File: src/hw/rtl/assert_macros.svh
// Assertion macros shared by the RTL files of the scroller.
`ifndef ASSERT_MACROS_SVH
`define ASSERT_MACROS_SVH

`ifndef ASSERT_OFF

// Property must hold at every clock edge outside reset.
`define ASSERT_PROP(lbl, clk, rst, prop, msg) \
   lbl: assert property (@(posedge clk) disable iff (rst) (prop)) else $error(msg);

// Expression must never be true at a clock edge outside reset.
`define ASSERT_NEVER(lbl, clk, rst, expr, msg) \
   lbl: assert property (@(posedge clk) disable iff (rst) !(expr)) else $error(msg);

`else

`define ASSERT_PROP(lbl, clk, rst, prop, msg)
`define ASSERT_NEVER(lbl, clk, rst, expr, msg)

`endif

`endif

File: src/hw/rtl/lmts_pkg.sv
// Package of the LED matrix text scroller: constants, types and the font table.
package lmts_pkg;

   localparam int SLOTS       = 64;
   localparam int SLOT_AW     = $clog2(SLOTS);
   localparam int QUEUE_DEPTH = 4;
   localparam int QUEUE_AW    = $clog2(QUEUE_DEPTH);
   localparam int QUEUE_CW    = $clog2(QUEUE_DEPTH + 1);

   localparam int CSR_IDX_W  = 1;
   localparam int CSR_DATA_W = 16;

   localparam logic [CSR_IDX_W-1:0] CSR_SCROLL_PERIOD = 1'b0;
   localparam logic [CSR_IDX_W-1:0] CSR_CHAR_COUNT    = 1'b1;

   localparam logic [15:0] SCROLL_PERIOD_RESET = 16'd500;
   localparam logic [5:0]  CHAR_COUNT_RESET    = 6'd11;

   localparam logic CMD_TICK = 1'b0;
   localparam logic CMD_LOAD = 1'b1;

   localparam logic [7:0] CHAR_FIRST = 8'h41;
   localparam logic [7:0] CHAR_LAST  = 8'h5A;

   // What a glyph store slot holds: a letter flag and the font index.
   typedef struct packed {
      logic       letter;
      logic [4:0] index;
   } lmts_glyph_type;

   localparam int GLYPH_W = $bits(lmts_glyph_type);

   typedef struct packed {
      logic               is_load;
      logic               slot_ok;
      logic [SLOT_AW-1:0] slot;
      lmts_glyph_type     glyph;
   } lmts_entry_type;

   typedef struct packed {
      logic           valid;
      lmts_entry_type entry;
   } lmts_push_type;

   typedef struct packed {
      logic           valid;
      lmts_entry_type entry;
   } lmts_head_type;

   // Eight rows of a letter, row 0 in the low byte.
   function automatic logic [63:0] font_rows(logic [4:0] index);
      logic [63:0] rows;
      case (index)
         5'd0:    rows = 64'h0042_427E_4242_2418;
         5'd1:    rows = 64'h007C_4242_7C42_427C;
         5'd2:    rows = 64'h003C_4240_4040_423C;
         5'd3:    rows = 64'h007C_4242_4242_427C;
         5'd4:    rows = 64'h007E_4040_7C40_407E;
         5'd5:    rows = 64'h0040_4040_7C40_407E;
         5'd6:    rows = 64'h003C_4242_4E40_423C;
         5'd7:    rows = 64'h0042_4242_7E42_4242;
         5'd8:    rows = 64'h007E_1010_1010_107E;
         5'd9:    rows = 64'h0038_4444_0404_041E;
         5'd10:   rows = 64'h0042_4448_7048_4442;
         5'd11:   rows = 64'h007E_4040_4040_4040;
         5'd12:   rows = 64'h0042_4242_5A5A_6642;
         5'd13:   rows = 64'h0042_464E_5A72_6242;
         5'd14:   rows = 64'h003C_4242_4242_423C;
         5'd15:   rows = 64'h0040_4040_7C42_427C;
         5'd16:   rows = 64'h003A_464A_4242_423C;
         5'd17:   rows = 64'h0042_4448_7C42_427C;
         5'd18:   rows = 64'h003C_4202_3C40_423C;
         5'd19:   rows = 64'h0010_1010_1010_107E;
         5'd20:   rows = 64'h003C_4242_4242_4242;
         5'd21:   rows = 64'h0018_2424_4242_4242;
         5'd22:   rows = 64'h0042_665A_5A42_4242;
         5'd23:   rows = 64'h0042_4224_1824_4242;
         5'd24:   rows = 64'h0010_1010_1824_4242;
         5'd25:   rows = 64'h007E_2010_0804_027E;
         default: rows = '0;
      endcase
      return rows;
   endfunction

endpackage

File: src/hw/rtl/lmts_req_if.sv
// Request channel interface: command items into the scroller.
interface lmts_req_if;
   logic       valid;
   logic       ready;
   logic       command;
   logic [5:0] slot_number;
   logic [7:0] char_code;

   modport source (output valid, command, slot_number, char_code, input ready);
   modport sink   (input valid, command, slot_number, char_code, output ready);
endinterface

File: src/hw/rtl/lmts_rsp_if.sv
// Response channel interface: scanned rows out of the scroller.
interface lmts_rsp_if;
   logic       valid;
   logic       ready;
   logic [7:0] row_select;
   logic [7:0] column_bits;

   modport source (output valid, row_select, column_bits, input ready);
   modport sink   (input valid, row_select, column_bits, output ready);
endinterface

File: src/hw/rtl/led_matrix_text_scroller_top.sv
// Top level of the LED matrix text scroller: channels, registers, front, queue, back.
//
//   channel   direction  transfer when       payload
//   req_if    in         valid & ready      command, slot_number, char_code
//   rsp_if    out        valid & ready      row_select, column_bits
//   csr_*     in         csr_we             csr_index, csr_wdata (no read-back)
//
// Requests enter a 4-entry queue at one per cycle while it has room.
// The back end takes a load or a plain tick in ST_RUN; a tick that ends the
// scroll period goes on through ST_READ_B and ST_STEP, for two reads on the glyph RAM's one read port.
// Reset is synchronous; glyph slots read blank until loaded (per-slot valid bits).
// A stalled response holds the back end only on a tick; the queue keeps filling.
module led_matrix_text_scroller_top import lmts_pkg::*; (
   input  logic                  clock,
   input  logic                  reset,
   lmts_req_if.sink              req_if,
   lmts_rsp_if.source            rsp_if,
   input  logic                  csr_we,
   input  logic [CSR_IDX_W-1:0]  csr_index,
   input  logic [CSR_DATA_W-1:0] csr_wdata
);

   logic [15:0]   scroll_period_ff, scroll_period_in;
   logic [5:0]    char_count_ff, char_count_in;
   lmts_push_type push;
   lmts_head_type head;
   logic          queue_full;
   logic          pop;

   always_comb begin
      scroll_period_in = scroll_period_ff;
      char_count_in    = char_count_ff;
      if (csr_we) begin
         unique case (csr_index)
            CSR_SCROLL_PERIOD: scroll_period_in = csr_wdata[15:0];
            CSR_CHAR_COUNT:    char_count_in    = csr_wdata[5:0];
         endcase
      end
   end

   always_ff @(posedge clock) begin
      if (reset) begin
         scroll_period_ff <= SCROLL_PERIOD_RESET;
         char_count_ff    <= CHAR_COUNT_RESET;
      end else begin
         scroll_period_ff <= scroll_period_in;
         char_count_ff    <= char_count_in;
      end
   end

   lmts_front u_front (
      .req_if     (req_if),
      .queue_full (queue_full),
      .push       (push)
   );

   lmts_queue u_queue (
      .clock (clock),
      .reset (reset),
      .push  (push),
      .pop   (pop),
      .head  (head),
      .full  (queue_full)
   );

   lmts_back u_back (
      .clock         (clock),
      .reset         (reset),
      .head          (head),
      .pop           (pop),
      .rsp_if        (rsp_if),
      .scroll_period (scroll_period_ff),
      .char_count    (char_count_ff)
   );

endmodule

File: src/hw/rtl/lmts_ram.sv
// Generic single-write, single-read RAM with registered read data.
module lmts_ram #(
   parameter int WIDTH = 8,
   parameter int DEPTH = 64,
   localparam int AW   = $clog2(DEPTH)
) (
   input  logic             clock,
   input  logic             wr_en,
   input  logic [AW-1:0]    wr_addr,
   input  logic [WIDTH-1:0] wr_data,
   input  logic             rd_en,
   input  logic [AW-1:0]    rd_addr,
   output logic [WIDTH-1:0] rd_data
);

   logic [WIDTH-1:0] mem [DEPTH];
   logic [WIDTH-1:0] rd_data_ff;

   always_ff @(posedge clock) begin
      if (wr_en) begin
         mem[wr_addr] <= wr_data;
      end
      if (rd_en) begin
         rd_data_ff <= mem[rd_addr];
      end
   end

   assign rd_data = rd_data_ff;

endmodule

File: src/hw/rtl/lmts_front.sv
// Front end: takes request transfers, decodes letters and slot range for the queue.
module lmts_front import lmts_pkg::*; (
   lmts_req_if.sink      req_if,
   input  logic          queue_full,
   output lmts_push_type push
);

   logic letter;

   always_comb begin
      letter = (req_if.char_code >= CHAR_FIRST) && (req_if.char_code <= CHAR_LAST);

      push.valid              = req_if.valid && !queue_full;
      push.entry.is_load      = (req_if.command == CMD_LOAD);
      push.entry.slot_ok      = (32'(req_if.slot_number) < SLOTS);
      push.entry.slot         = SLOT_AW'(req_if.slot_number);
      push.entry.glyph.letter = letter;
      push.entry.glyph.index  = letter ? 5'(req_if.char_code - CHAR_FIRST) : 5'd0;
   end

   assign req_if.ready = !queue_full;

endmodule

File: src/hw/rtl/lmts_queue.sv
// Short in-order queue between the front end and the back end.
`include "assert_macros.svh"
module lmts_queue import lmts_pkg::*; (
   input  logic          clock,
   input  logic          reset,
   input  lmts_push_type push,
   input  logic          pop,
   output lmts_head_type head,
   output logic          full
);

   lmts_entry_type      entries_ff [QUEUE_DEPTH];
   logic [QUEUE_AW-1:0] wr_ptr_ff, wr_ptr_in;
   logic [QUEUE_AW-1:0] rd_ptr_ff, rd_ptr_in;
   logic [QUEUE_CW-1:0] count_ff, count_in;

   function automatic logic [QUEUE_AW-1:0] ptr_next(logic [QUEUE_AW-1:0] ptr);
      return (ptr == QUEUE_AW'(QUEUE_DEPTH - 1)) ? '0 : QUEUE_AW'(ptr + 1'b1);
   endfunction

   always_comb begin
      wr_ptr_in = push.valid ? ptr_next(wr_ptr_ff) : wr_ptr_ff;
      rd_ptr_in = pop ? ptr_next(rd_ptr_ff) : rd_ptr_ff;
      count_in  = count_ff;
      if (push.valid && !pop) begin
         count_in = QUEUE_CW'(count_ff + 1'b1);
      end else if (pop && !push.valid) begin
         count_in = QUEUE_CW'(count_ff - 1'b1);
      end
   end

   always_ff @(posedge clock) begin
      if (push.valid) begin
         entries_ff[wr_ptr_ff] <= push.entry;
      end
      if (reset) begin
         wr_ptr_ff <= '0;
         rd_ptr_ff <= '0;
         count_ff  <= '0;
      end else begin
         wr_ptr_ff <= wr_ptr_in;
         rd_ptr_ff <= rd_ptr_in;
         count_ff  <= count_in;
      end
   end

   assign head.valid = (count_ff != '0);
   assign head.entry = entries_ff[rd_ptr_ff];
   assign full       = (count_ff == QUEUE_CW'(QUEUE_DEPTH));

   `ASSERT_NEVER(a_pop_empty, clock, reset, pop && (count_ff == '0), "queue popped while empty")
   `ASSERT_PROP(a_count_bound, clock, reset, count_ff <= QUEUE_CW'(QUEUE_DEPTH), "queue count overflow")

endmodule

File: src/hw/rtl/lmts_back.sv
// Back end: glyph store writes, scroll period, image rebuild and row scan.
`include "assert_macros.svh"
module lmts_back import lmts_pkg::*; (
   input  logic          clock,
   input  logic          reset,
   input  lmts_head_type head,
   output logic          pop,
   lmts_rsp_if.source    rsp_if,
   input  logic [15:0]   scroll_period,
   input  logic [5:0]    char_count
);

   typedef enum logic [1:0] {
      ST_RUN,
      ST_READ_B,
      ST_STEP
   } state_type;

   state_type    state_ff, state_in;
   logic [15:0]  elapsed_ff, elapsed_in;
   logic [2:0]   col_ff, col_in;
   logic [5:0]   pos_ff, pos_in;
   logic [2:0]   scan_ff, scan_in;
   logic [7:0]   shown_ff [8];
   logic [7:0]   shown_in [8];
   logic         slot_valid_ff [SLOTS];
   logic         slot_valid_in [SLOTS];
   logic         a_show_ff, a_show_in;
   logic [4:0]   a_index_ff, a_index_in;
   logic         rd_ok_ff, rd_ok_in;
   logic         rsp_valid_ff, rsp_valid_in;
   logic [7:0]   row_sel_ff, row_sel_in;
   logic [7:0]   col_bits_ff, col_bits_in;

   logic               ram_we;
   logic               ram_re;
   logic [SLOT_AW-1:0] ram_raddr;
   lmts_glyph_type     ram_rdata;

   logic [16:0]  tick_next;
   logic         scroll_due;
   logic         out_free;
   logic [6:0]   b_slot;
   logic         a_ok;
   logic         b_ok;
   logic [63:0]  a_rows;
   logic [63:0]  b_rows;
   logic [7:0]   step_rows [8];
   logic [2:0]   col_step;
   logic [5:0]   pos_inc;

   lmts_ram #(
      .WIDTH (GLYPH_W),
      .DEPTH (SLOTS)
   ) u_glyph_ram (
      .clock   (clock),
      .wr_en   (ram_we),
      .wr_addr (head.entry.slot),
      .wr_data (head.entry.glyph),
      .rd_en   (ram_re),
      .rd_addr (ram_raddr),
      .rd_data (ram_rdata)
   );

   always_comb begin
      tick_next  = {1'b0, elapsed_ff} + 17'd1;
      scroll_due = (tick_next >= {1'b0, scroll_period});
      out_free   = !rsp_valid_ff || rsp_if.ready;
      b_slot     = {1'b0, pos_ff} + 7'd1;
      a_ok       = (32'(pos_ff) < SLOTS) && slot_valid_ff[SLOT_AW'(pos_ff)];
      b_ok       = (32'(b_slot) < SLOTS) && slot_valid_ff[SLOT_AW'(b_slot)];
      col_step   = col_ff + 3'd1;
      pos_inc    = pos_ff + 6'd1;
   end

   // Rebuilt image: each row is the low byte of {right, left} >> offset.
   always_comb begin
      a_rows = a_show_ff ? font_rows(a_index_ff) : '0;
      b_rows = (rd_ok_ff && ram_rdata.letter) ? font_rows(ram_rdata.index) : '0;
      for (int r = 0; r < 8; r++) begin
         step_rows[r] = 8'({b_rows[8*r +: 8], a_rows[8*r +: 8]} >> col_ff);
      end
   end

   always_comb begin
      state_in      = state_ff;
      elapsed_in    = elapsed_ff;
      col_in        = col_ff;
      pos_in        = pos_ff;
      scan_in       = scan_ff;
      shown_in      = shown_ff;
      slot_valid_in = slot_valid_ff;
      a_show_in     = a_show_ff;
      a_index_in    = a_index_ff;
      rd_ok_in      = rd_ok_ff;
      rsp_valid_in  = rsp_valid_ff && !rsp_if.ready;
      row_sel_in    = row_sel_ff;
      col_bits_in   = col_bits_ff;
      pop           = 1'b0;
      ram_we        = 1'b0;
      ram_re        = 1'b0;
      ram_raddr     = SLOT_AW'(pos_ff);

      unique case (state_ff)
         ST_RUN: begin
            if (head.valid) begin
               if (head.entry.is_load) begin
                  pop = 1'b1;
                  if (head.entry.slot_ok) begin
                     ram_we = 1'b1;
                     slot_valid_in[head.entry.slot] = 1'b1;
                  end
               end else if (scroll_due) begin
                  pop        = 1'b1;
                  elapsed_in = '0;
                  ram_re     = 1'b1;
                  ram_raddr  = SLOT_AW'(pos_ff);
                  rd_ok_in   = a_ok;
                  state_in   = ST_READ_B;
               end else if (out_free) begin
                  pop          = 1'b1;
                  elapsed_in   = tick_next[15:0];
                  rsp_valid_in = 1'b1;
                  row_sel_in   = ~(8'd1 << scan_ff);
                  col_bits_in  = shown_ff[scan_ff];
                  scan_in      = scan_ff + 3'd1;
               end
            end
         end
         ST_READ_B: begin
            a_show_in  = rd_ok_ff && ram_rdata.letter;
            a_index_in = ram_rdata.index;
            ram_re     = 1'b1;
            ram_raddr  = SLOT_AW'(b_slot);
            rd_ok_in   = b_ok;
            state_in   = ST_STEP;
         end
         ST_STEP: begin
            if (out_free) begin
               shown_in = step_rows;
               col_in   = col_step;
               if (col_step == 3'd0) begin
                  // slot position wraps to 0 after slot char_count
                  pos_in = ({1'b0, pos_inc} == ({1'b0, char_count} + 7'd1)) ? '0 : pos_inc;
               end
               rsp_valid_in = 1'b1;
               row_sel_in   = ~(8'd1 << scan_ff);
               col_bits_in  = step_rows[scan_ff];
               scan_in      = scan_ff + 3'd1;
               state_in     = ST_RUN;
            end
         end
         default: begin
            state_in = ST_RUN;
         end
      endcase
   end

   always_ff @(posedge clock) begin
      a_show_ff   <= a_show_in;
      a_index_ff  <= a_index_in;
      rd_ok_ff    <= rd_ok_in;
      row_sel_ff  <= row_sel_in;
      col_bits_ff <= col_bits_in;
      if (reset) begin
         state_ff      <= ST_RUN;
         elapsed_ff    <= '0;
         col_ff        <= '0;
         pos_ff        <= '0;
         scan_ff       <= '0;
         shown_ff      <= '{default: '0};
         slot_valid_ff <= '{default: 1'b0};
         rsp_valid_ff  <= 1'b0;
      end else begin
         state_ff      <= state_in;
         elapsed_ff    <= elapsed_in;
         col_ff        <= col_in;
         pos_ff        <= pos_in;
         scan_ff       <= scan_in;
         shown_ff      <= shown_in;
         slot_valid_ff <= slot_valid_in;
         rsp_valid_ff  <= rsp_valid_in;
      end
   end

   assign rsp_if.valid       = rsp_valid_ff;
   assign rsp_if.row_select  = row_sel_ff;
   assign rsp_if.column_bits = col_bits_ff;

   `ASSERT_PROP(a_read_b_order, clock, reset, (state_ff == ST_READ_B) |-> ($past(state_ff) == ST_RUN), "second glyph read not preceded by first")
   `ASSERT_NEVER(a_ram_port_clash, clock, reset, ram_we && ram_re, "glyph store written and read in one cycle")
   `ASSERT_PROP(a_row_one_cold, clock, reset, rsp_valid_ff |-> ($countones(row_sel_ff) == 7), "row select not one-cold")
   `ASSERT_NEVER(a_pop_in_step, clock, reset, pop && (state_ff != ST_RUN), "queue popped during scroll step")

endmodule
File: src/flat_wrapper.sv
// flat-port wrapper written by rule: the top's interface ports become plain ports
module led_matrix_text_scroller_top_flat import lmts_pkg::*;
  (clock, reset, csr_we, csr_index, csr_wdata, req_if_valid, req_if_command, req_if_slot_number, req_if_char_code, req_if_ready, rsp_if_valid, rsp_if_row_select, rsp_if_column_bits, rsp_if_ready);
  lmts_req_if req_if_i ();
  lmts_rsp_if rsp_if_i ();
  input  logic clock;
  input  logic reset;
  input  logic csr_we;
  input  logic [CSR_IDX_W-1:0] csr_index;
  input  logic [CSR_DATA_W-1:0] csr_wdata;
  input wire logic [$bits(req_if_i.valid)-1:0] req_if_valid;
  input wire logic [$bits(req_if_i.command)-1:0] req_if_command;
  input wire logic [$bits(req_if_i.slot_number)-1:0] req_if_slot_number;
  input wire logic [$bits(req_if_i.char_code)-1:0] req_if_char_code;
  output wire logic [$bits(req_if_i.ready)-1:0] req_if_ready;
  output wire logic [$bits(rsp_if_i.valid)-1:0] rsp_if_valid;
  output wire logic [$bits(rsp_if_i.row_select)-1:0] rsp_if_row_select;
  output wire logic [$bits(rsp_if_i.column_bits)-1:0] rsp_if_column_bits;
  input wire logic [$bits(rsp_if_i.ready)-1:0] rsp_if_ready;
  assign req_if_i.valid = req_if_valid;
  assign req_if_i.command = req_if_command;
  assign req_if_i.slot_number = req_if_slot_number;
  assign req_if_i.char_code = req_if_char_code;
  assign req_if_ready = req_if_i.ready;
  assign rsp_if_valid = rsp_if_i.valid;
  assign rsp_if_row_select = rsp_if_i.row_select;
  assign rsp_if_column_bits = rsp_if_i.column_bits;
  assign rsp_if_i.ready = rsp_if_ready;
  led_matrix_text_scroller_top u_core (.clock(clock), .reset(reset), .req_if(req_if_i), .rsp_if(rsp_if_i), .csr_we(csr_we), .csr_index(csr_index), .csr_wdata(csr_wdata));
endmodule
File: config.mk
export PLATFORM = sky130hd
export DESIGN_NAME = led_matrix_text_scroller_top_flat
export DESIGN_NICKNAME = d
export VERILOG_FILES = /design/src/hw/rtl/lmts_pkg.sv /design/src/hw/rtl/lmts_req_if.sv /design/src/hw/rtl/lmts_rsp_if.sv /design/src/hw/rtl/led_matrix_text_scroller_top.sv /design/src/hw/rtl/lmts_ram.sv /design/src/hw/rtl/lmts_front.sv /design/src/hw/rtl/lmts_queue.sv /design/src/hw/rtl/lmts_back.sv /design/src/flat_wrapper.sv
export VERILOG_INCLUDE_DIRS = /design/src /design/src/hw/rtl
export SDC_FILE = /design/constraint.sdc
export NUM_CORES = 1
export LEC_CHECK = 0
export BUFFER_PORTS_ARGS = -buffer_cell sky130_fd_sc_hd__buf_4
export CAP_MARGIN = 0
export CELL_PAD_IN_SITES_DETAIL_PLACEMENT = 2
export CELL_PAD_IN_SITES_GLOBAL_PLACEMENT = 2
export CORE_ASPECT_RATIO = 0.8
export CORE_MARGIN = 5
export CORE_UTILIZATION = 44
export CTS_BUF_LIST = sky130_fd_sc_hd__clkbuf_4 sky130_fd_sc_hd__clkbuf_8 sky130_fd_sc_hd__clkbuf_16
export DETAILED_ROUTE_END_ITERATION = 12
export HOLD_SLACK_MARGIN = 0.15
export PLACE_DENSITY = 0.76
export SETUP_SLACK_MARGIN = 0.1
export SLEW_MARGIN = 25
export SYNTH_ARGS = -nofsm -noshare
export SYNTH_HDL_FRONTEND = slang
export SYNTH_MEMORY_MAX_BITS = 65536
export SYNTH_SLANG_ARGS = --single-unit
File: constraint.sdc
create_clock -name clock -period 6 [get_ports clock]
set_input_delay 1.2 -clock clock [delete_from_list [all_inputs] [get_ports clock]]
set_output_delay 1.2 -clock clock [all_outputs]
set_load 0.01 [all_outputs]
### After elaboration in Yosys (flattened, before gate mapping)

Memory sizes are Yosys's and may differ from the RTL's. A register that Yosys moved wholly into a read port is not among the register bits.
Index checks and enable logic that the tools add are counted.
Widths: inputs -> output; s select.

| word-level totals | value |
|---|---|
| bits in read-only memories | 2560 |
| memory bits (writable) | 436 |
| bits in registers | 211 |
| memories kept | 4 |

Memory list:

| name | words | width | read ports | clocked after memory_dff | wr ports | line | text |
|---|---|---|---|---|---|---|---|
| (name not given) | 32 | 40 | 1 | 1 | 0 | lmts_pkg.sv:53 | `case (index)` |
| (name not given) | 32 | 40 | 1 | 0 | 0 | lmts_pkg.sv:53 |  |
| u_core.u_back.u_glyph_ram.mem | 64 | 6 | 1 | 1 | 1 | lmts_ram.sv:16 | `logic [WIDTH-1:0] mem [DEPTH];` |
| u_core.u_queue.entries_ff | 4 | 13 | 1 | 1 | 1 | lmts_queue.sv:12 | `lmts_entry_type entries_ff [QUEUE_DEPTH];` |

| operators by class | value |
|---|---|
| $add $sub $neg | 11 |
| shift operators | 9 |
| multiplexer cells | 75 |
| bitwise gates (word level) | 8 |
| reduce and logical (&&, ||, !) cells | 31 |
| order comparisons | 9 |
| equal/unequal tests | 12 |

Operators with widths:

| cell | number |
|---|---|
| $mux 64 | 2 |
| $shr 16x3->8 | 8 |
| $mux 8 | 13 |
| $or 64x64->64 | 1 |
| $bmux 8 s3 | 2 |
| $mux 16 | 2 |
| $pmux 8 s2 | 2 |
| $mux 1 | 28 |
| $ge 7x7->1 const B | 3 |
| $not 6->7 | 3 |
| $reduce_and 4->1 | 5 |
| $mux 3 | 6 |
| $add 16x1->17 const B | 1 |
| $ge 17x16->1 | 1 |
| $mux 2 | 8 |
| $add 6x1->7 const B | 2 |
| $bmux 1 s6 | 2 |
| $mux 6 | 2 |
| $mux 5 | 2 |
| $ne 2x2->1 const B | 5 |
| $add 3x1->3 const B | 3 |
| $ge 8x7->1 const B | 1 |
| $le 8x7->1 const B | 1 |
| $logic_and 1x1->1 | 8 |
| 29 further kinds | 44 |

### Depth between registers and ports, before layout

| depth | value |
|---|---|
| depth in word-level cells | 10 |
| mapped depth | 19 |
| mapped depth without buffers | 19 |

### Hierarchy

Synthesis repeated with hierarchy kept, for this count alone.

| unflattened totals | value |
|---|---|
| cells, all modules | 2752 |
| area, all modules | 33454.6 µm² |

By module, submodules not included:

| module | cells an instance | area each (µm²) | instances | seq. area each (µm²) |
|---|---|---|---|---|
| lmts_ram | 720 | 15285.9 | 1 | 11711.2 |
| lmts_back | 1784 | 14436.3 | 1 | 4494.3 |
| lmts_queue | 117 | 2489.9 | 1 | 1861.8 |
| led_matrix_text_scroller_top | 97 | 998.5 | 1 | 440.4 |
| lmts_front | 34 | 244.0 | 1 | 0.0 |

### Least setup slack after synthesis

No wires, ideal clock.

| timing | value |
|---|---|
| path type | register -> register |
| start | reg u_core.u_back.elapsed_ff[0] |
| end | reg u_core.u_queue.count_ff[2] |
| slack | 1.621 ns |
| stages on the path, launching flop included | 20 |
| buffers on the path | 0 |
| setup time | 0.070 ns |
| arrival time | 4.308 ns |
| cell sequence | dfxtp_1 -> ha_1 -> nand2_1 -> or2_2 -> nor2_1 -> nand3_1 -> xnor2_1 -> ha_1 -> and4_1 -> a41oi_1 -> o21ai_0 -> o21bai_1 -> a211o_1 -> o21ai_0 -> ha_1 -> inv_1 -> fa_1 -> xor2_1 -> or3_1 -> a21oi_1 |

| on the way | value |
|---|---|
| longest elaborated chain between the ends | 9 |
| elaborated cells between the ends (all ways) | 11 |

RTL lines:

| item | line | text |
|---|---|---|
| from (decl) | lmts_back.sv:20 | `logic [15:0] elapsed_ff, elapsed_in;` |
| from (signal assigned) | lmts_back.sv:176 | `elapsed_ff <= elapsed_in;` |
| $add 16x1->17 * | lmts_back.sv:66 | `tick_next = {1'b0, elapsed_ff} + 17'd1;` |
| $ge 17x16->1 * | lmts_back.sv:67 | `scroll_due = (tick_next >= {1'b0, scroll_period});` |
| $mux 1 * | lmts_back.sv:113 | `end else if (scroll_due) begin` |
| $mux 1 * | lmts_back.sv:107 | `if (head.entry.is_load) begin` |
| $mux 1 * | lmts_back.sv:106 | `if (head.valid) begin` |
| $mux 1 * | lmts_back.sv:104 | `unique case (state_ff)` |
| $logic_not 1->1 | lmts_queue.sv:25 | `if (push.valid && !pop) begin` |
| $logic_and 1x1->1 | lmts_queue.sv:25 |  |
| $mux 3 / $reduce_bool 2->1 (equally long branches) | - |  |
| to (signal assigned) | lmts_queue.sv:43 | `count_ff <= count_in;` |
| to (decl) | lmts_queue.sv:15 | `logic [QUEUE_CW-1:0] count_ff, count_in;` |

Every way passes the cells marked *; elsewhere a longest branch is shown, timed or not.
A chain may end at the register's enable or synchronous reset.

### Final worst setup path

Ends and elaborated chain as after synthesis.

==> results by group <==
STA
  • Worst Clk Skew: 0.0363 ns
  • Worst slew margin: 0.235
  • Final setup margin: 0.908 ns
  • Fin crit period: 5.09 ns
  • Unrepaired setup endpoints after global routing: false
  • Fmax: 196 MHz
  • Slew @ Worst Pin: 1.15 ns
  • TNS Setup: 0 ns
  • Hold Slack: 0.458 ns
  • Crit share post-route: 0.849
  • Hold Vio Cnt, Final: 0
  • Setup Viol. Count Final: 0
  • Final Max Slew Viols: 0

Power and ir drop
  • Peak VDD IR: 0.280 mV
  • LEAKAGE: 12.4 nW
  • Tot Pwr: 0.0125 W
  • PD cells: 338 mW/mm^2

Global route
  • GRT Residual Overflow: 0
  • Pin count of the biggest net entering global routing: 113
  • Global Route Usage Sum: 0.295
  • Global-route wire length before repair: 181000 microns
  • Initial antenna violation count: 3
  • Number of global-route vias before repair: 26156

Route
  • WL/cell: 31.9 microns
  • Vias: 24803
  • DRC errors left: 0
  • Detailed Route WL: 121000 microns
  • Detailed Routing Iterations Pass 1: 5
  • Routed Antenna Nets: 0
  • Vias per Instance: 6.52
  • DR iter-0 viols: 2605

Critical path
  • CP Launch Type: flop
  • Crit path depth: 19
  • CP Capture Type: flop
  • Crit path from: u_core.u_back.elapsed_ff[0]
  • Number of buffer and inverter stages on the critical path: 1
  • Worst-path maximum fanout: 7
  • Start of the worst register-to-register path: u_core.u_back.elapsed_ff[0]
  • CP most frequent cell: ha_1
  • CP cell instances: ha_1, nand2_1, or2_2, nor2_1, nand3_1, xnor2_1, ha_1, and4_1, a41oi_1, o21ai_0, o21bai_1, a211o_1, o21ai_0, ha_1, inv_1, fa_1, xor2_1, or3_1, a21oi_1
  • R2r setup slk: 0.91 ns
  • Family with the most delay on the worst path: compound AO/OA/AOI/OAI gates
  • CP max stage cell: dfxtp_1
  • Worst Setup Path Type: flop to flop
  • Crit-path max cell delay: 0.45 ns
  • CP required: 6.55 ns
  • WP data arrival: 5.64 ns
  • Worst R2R Path Depth: 19

CTS
  • Worst-path clk slew: 0.06 ns
  • Clock Tree Root: clkbuf_16
  • Max clock buf depth: 3
  • Cts bufs inserted: 73
  • # clock sinks: 686
  • Clock latency on the worst-skew pair: 0.65 ns
  • Post-CTS sizing: 0
  • Post-CTS Hold Buffers: 0
  • Post-CTS setup buffer count: 0
  • CTS tree: yes
  • H-tree Lvls: 3

Flow run
  • Max-cap violations: 0

Final layout
  • Share of cells above drive strength 1: 0.162
  • Nets: 2828
  • Area delta synth->final: 11.5%
  • # fillers: 7305
  • Multi-input gate area: 0.0138 sq mm
  • Fin util: 0.493
  • FF/Latch Area: 0.0184 sq mm

Synth
  • Top post-synthesis cells by area: edfxtp_1 42%, dfxtp_1 13%, mux4_2 11%, nor2_1 4.0%, nand2_1 2.8%
  • Mapped cell area: 0.0331 sq mm
  • Most used DFF post-synth: edfxtp_1
  • Ys Warns: 0
  • Syn nets: 2843
  • Largest area contributor in the synthesized netlist: edfxtp_1
  • Cells after Synth: 2746
  • Syn avg cell area: 12.1 sq um
  • Count leader, synth: edfxtp_1
  • Unique masters post-synth: 87
  • Post-synth ARST share: 0
  • Commonest cells in the netlist: 465 x edfxtp_1, 356 x nor2_1, 247 x nand2_1, 221 x dfxtp_1, 164 x mux4_2
  • Number of synthesized flops with an enable pin: 465
  • Flops & latches, synth: 686
  • Share of the synthesized area in the top cell type: 0.421
  • Post-synthesis sequential area ratio: 0.555

Hold path
  • Min-delay src: u_core.u_back.shown_ff[63]
  • Hold path cells: 2
  • Worst hold path type: flop to flop

Floorplan
  • Num ports: 55
  • DIE WIDTH: 317 microns
  • Chip height: 255 microns
  • Die area: 0.0809 sq mm
  • Total core area: 0.0750 sq mm
  • Num rows: 90
  • Initial core utilization: 0.442

Placement
  • HPWL after DPL: 81700 microns
  • Port Buffers: 54
  • Pre-CTS setup slack: 0.982 ns
  • Routability congestion estimate: 0.903

Run status
  • Run status: finished, final reports clean
[through the flow]
| step | cell area (sq um) | std cells |
|---|---|---|
| floorplan | 33100 | 2746 |
| global route | 37000 | 3804 |
| CTS | 36900 | 3803 |
| detailed placement | 34400 | 3667 |
| global placement | 34300 | 3665 |
| finish | 37000 | 3805 |
[cells in the final DEF, fill, tap and decap left out, types with 43 or more instances in the layout]
cell type,n
a211oi_1,43
a21oi_1,142
buf_4,96
clkbuf_16,76
dfxtp_1,216
edfxtp_1,465
ha_1,59
mux2i_1,70
mux4_2,162
nand2_1,247
nand3_1,52
nor2_1,354
o21ai_0,98
[power by group]
group / leakage [nW] / internal [W] / switching (W) / total [W]
registers: 6.00 / 0.00570 / 0.000147 / 0.00585
logic: 5.12 / 0.000416 / 0.00139 / 0.00180
clock network: 1.26 / 0.00282 / 0.00204 / 0.00485
[state kept, by name (all words and copies together) (netlist names), 2 cells and up, named ones only]
name and flops:
u_core.u_back.u_glyph_ram.rd_data 6, u_core.u_back.elapsed_ff 16, u_core.u_back.scan_ff 3, u_core.u_back.state_ff 2, u_core.u_queue.count_ff 3, u_core.u_back.u_glyph_ram.mem 384, u_core.u_back.rsp_if.column_bits 8, u_core.char_count_ff 6
u_core.u_back.a_index_ff 5, u_core.u_back.rsp_if.row_select 8, u_core.u_back.pos_ff 6, u_core.u_back.shown_ff 56, u_core.u_queue.entries_ff 52, u_core.u_back.col_ff 3, u_core.u_queue.rd_ptr_ff 2, u_core.scroll_period_ff 16
u_core.u_back.slot_valid_ff 64, u_core.u_queue.wr_ptr_ff 2
[final cells by class]
type,count,share of cell area
multi-input combinational,1820,0.372
clock inverter,40,0.0124
sequential,686,0.498
tap,1012,0.0343
antenna,1,0.0000677
clock buffer,96,0.0562
inverter,48,0.00488
timing repair buffer,102,0.0222
[metal layers]
| metal | part of all wire | up-vias | track usage |
|---|---|---|---|
| met2 | 0.46 | 1071 | 0.463 |
| met5 | 0.00011 | - | 0 |
| met1 | 0.44 | 13093 | 0.427 |
| met4 | 0.027 | 2 | 0.0715 |
| met3 | 0.071 | 228 | 0.0591 |
| li1 | - | 10409 | - |
[kinds of logic after synthesis]
family,count (synthesis),share of synthesized area
multiplexers,251,0.139
buffers and inverters,240,0.0315
AO/OA/AOI/OAI,578,0.119
XOR/XNOR,39,0.0111
adder cells (fa/ha/maj),60,0.0229
AND/OR/NAND/NOR,892,0.122
flip-flops,686,0.555
[worst register-to-register path: stages (launching register included)]
cell and delay [ns]:
dfxtp_1 0.45, ha_1 0.27, nand2_1 0.12, or2_2 0.31, nor2_1 0.18, nand3_1 0.18
xnor2_1 0.18, ha_1 0.32, and4_1 0.23, a41oi_1 0.20, o21ai_0 0.13, o21bai_1 0.25
a211o_1 0.38, o21ai_0 0.41, ha_1 0.28, inv_1 0.07, fa_1 0.38, xor2_1 0.18
or3_1 0.31, a21oi_1 0.19
[final timing paths]
check,endpoint
setup / recovery,u_core.u_queue.count_ff[2]
hold reg to reg,u_core.u_back.shown_ff[63]
hold / removal,u_core.u_back.shown_ff[63]
setup reg to reg,u_core.u_queue.count_ff[2]
Power figures use the tool's default switching activity.
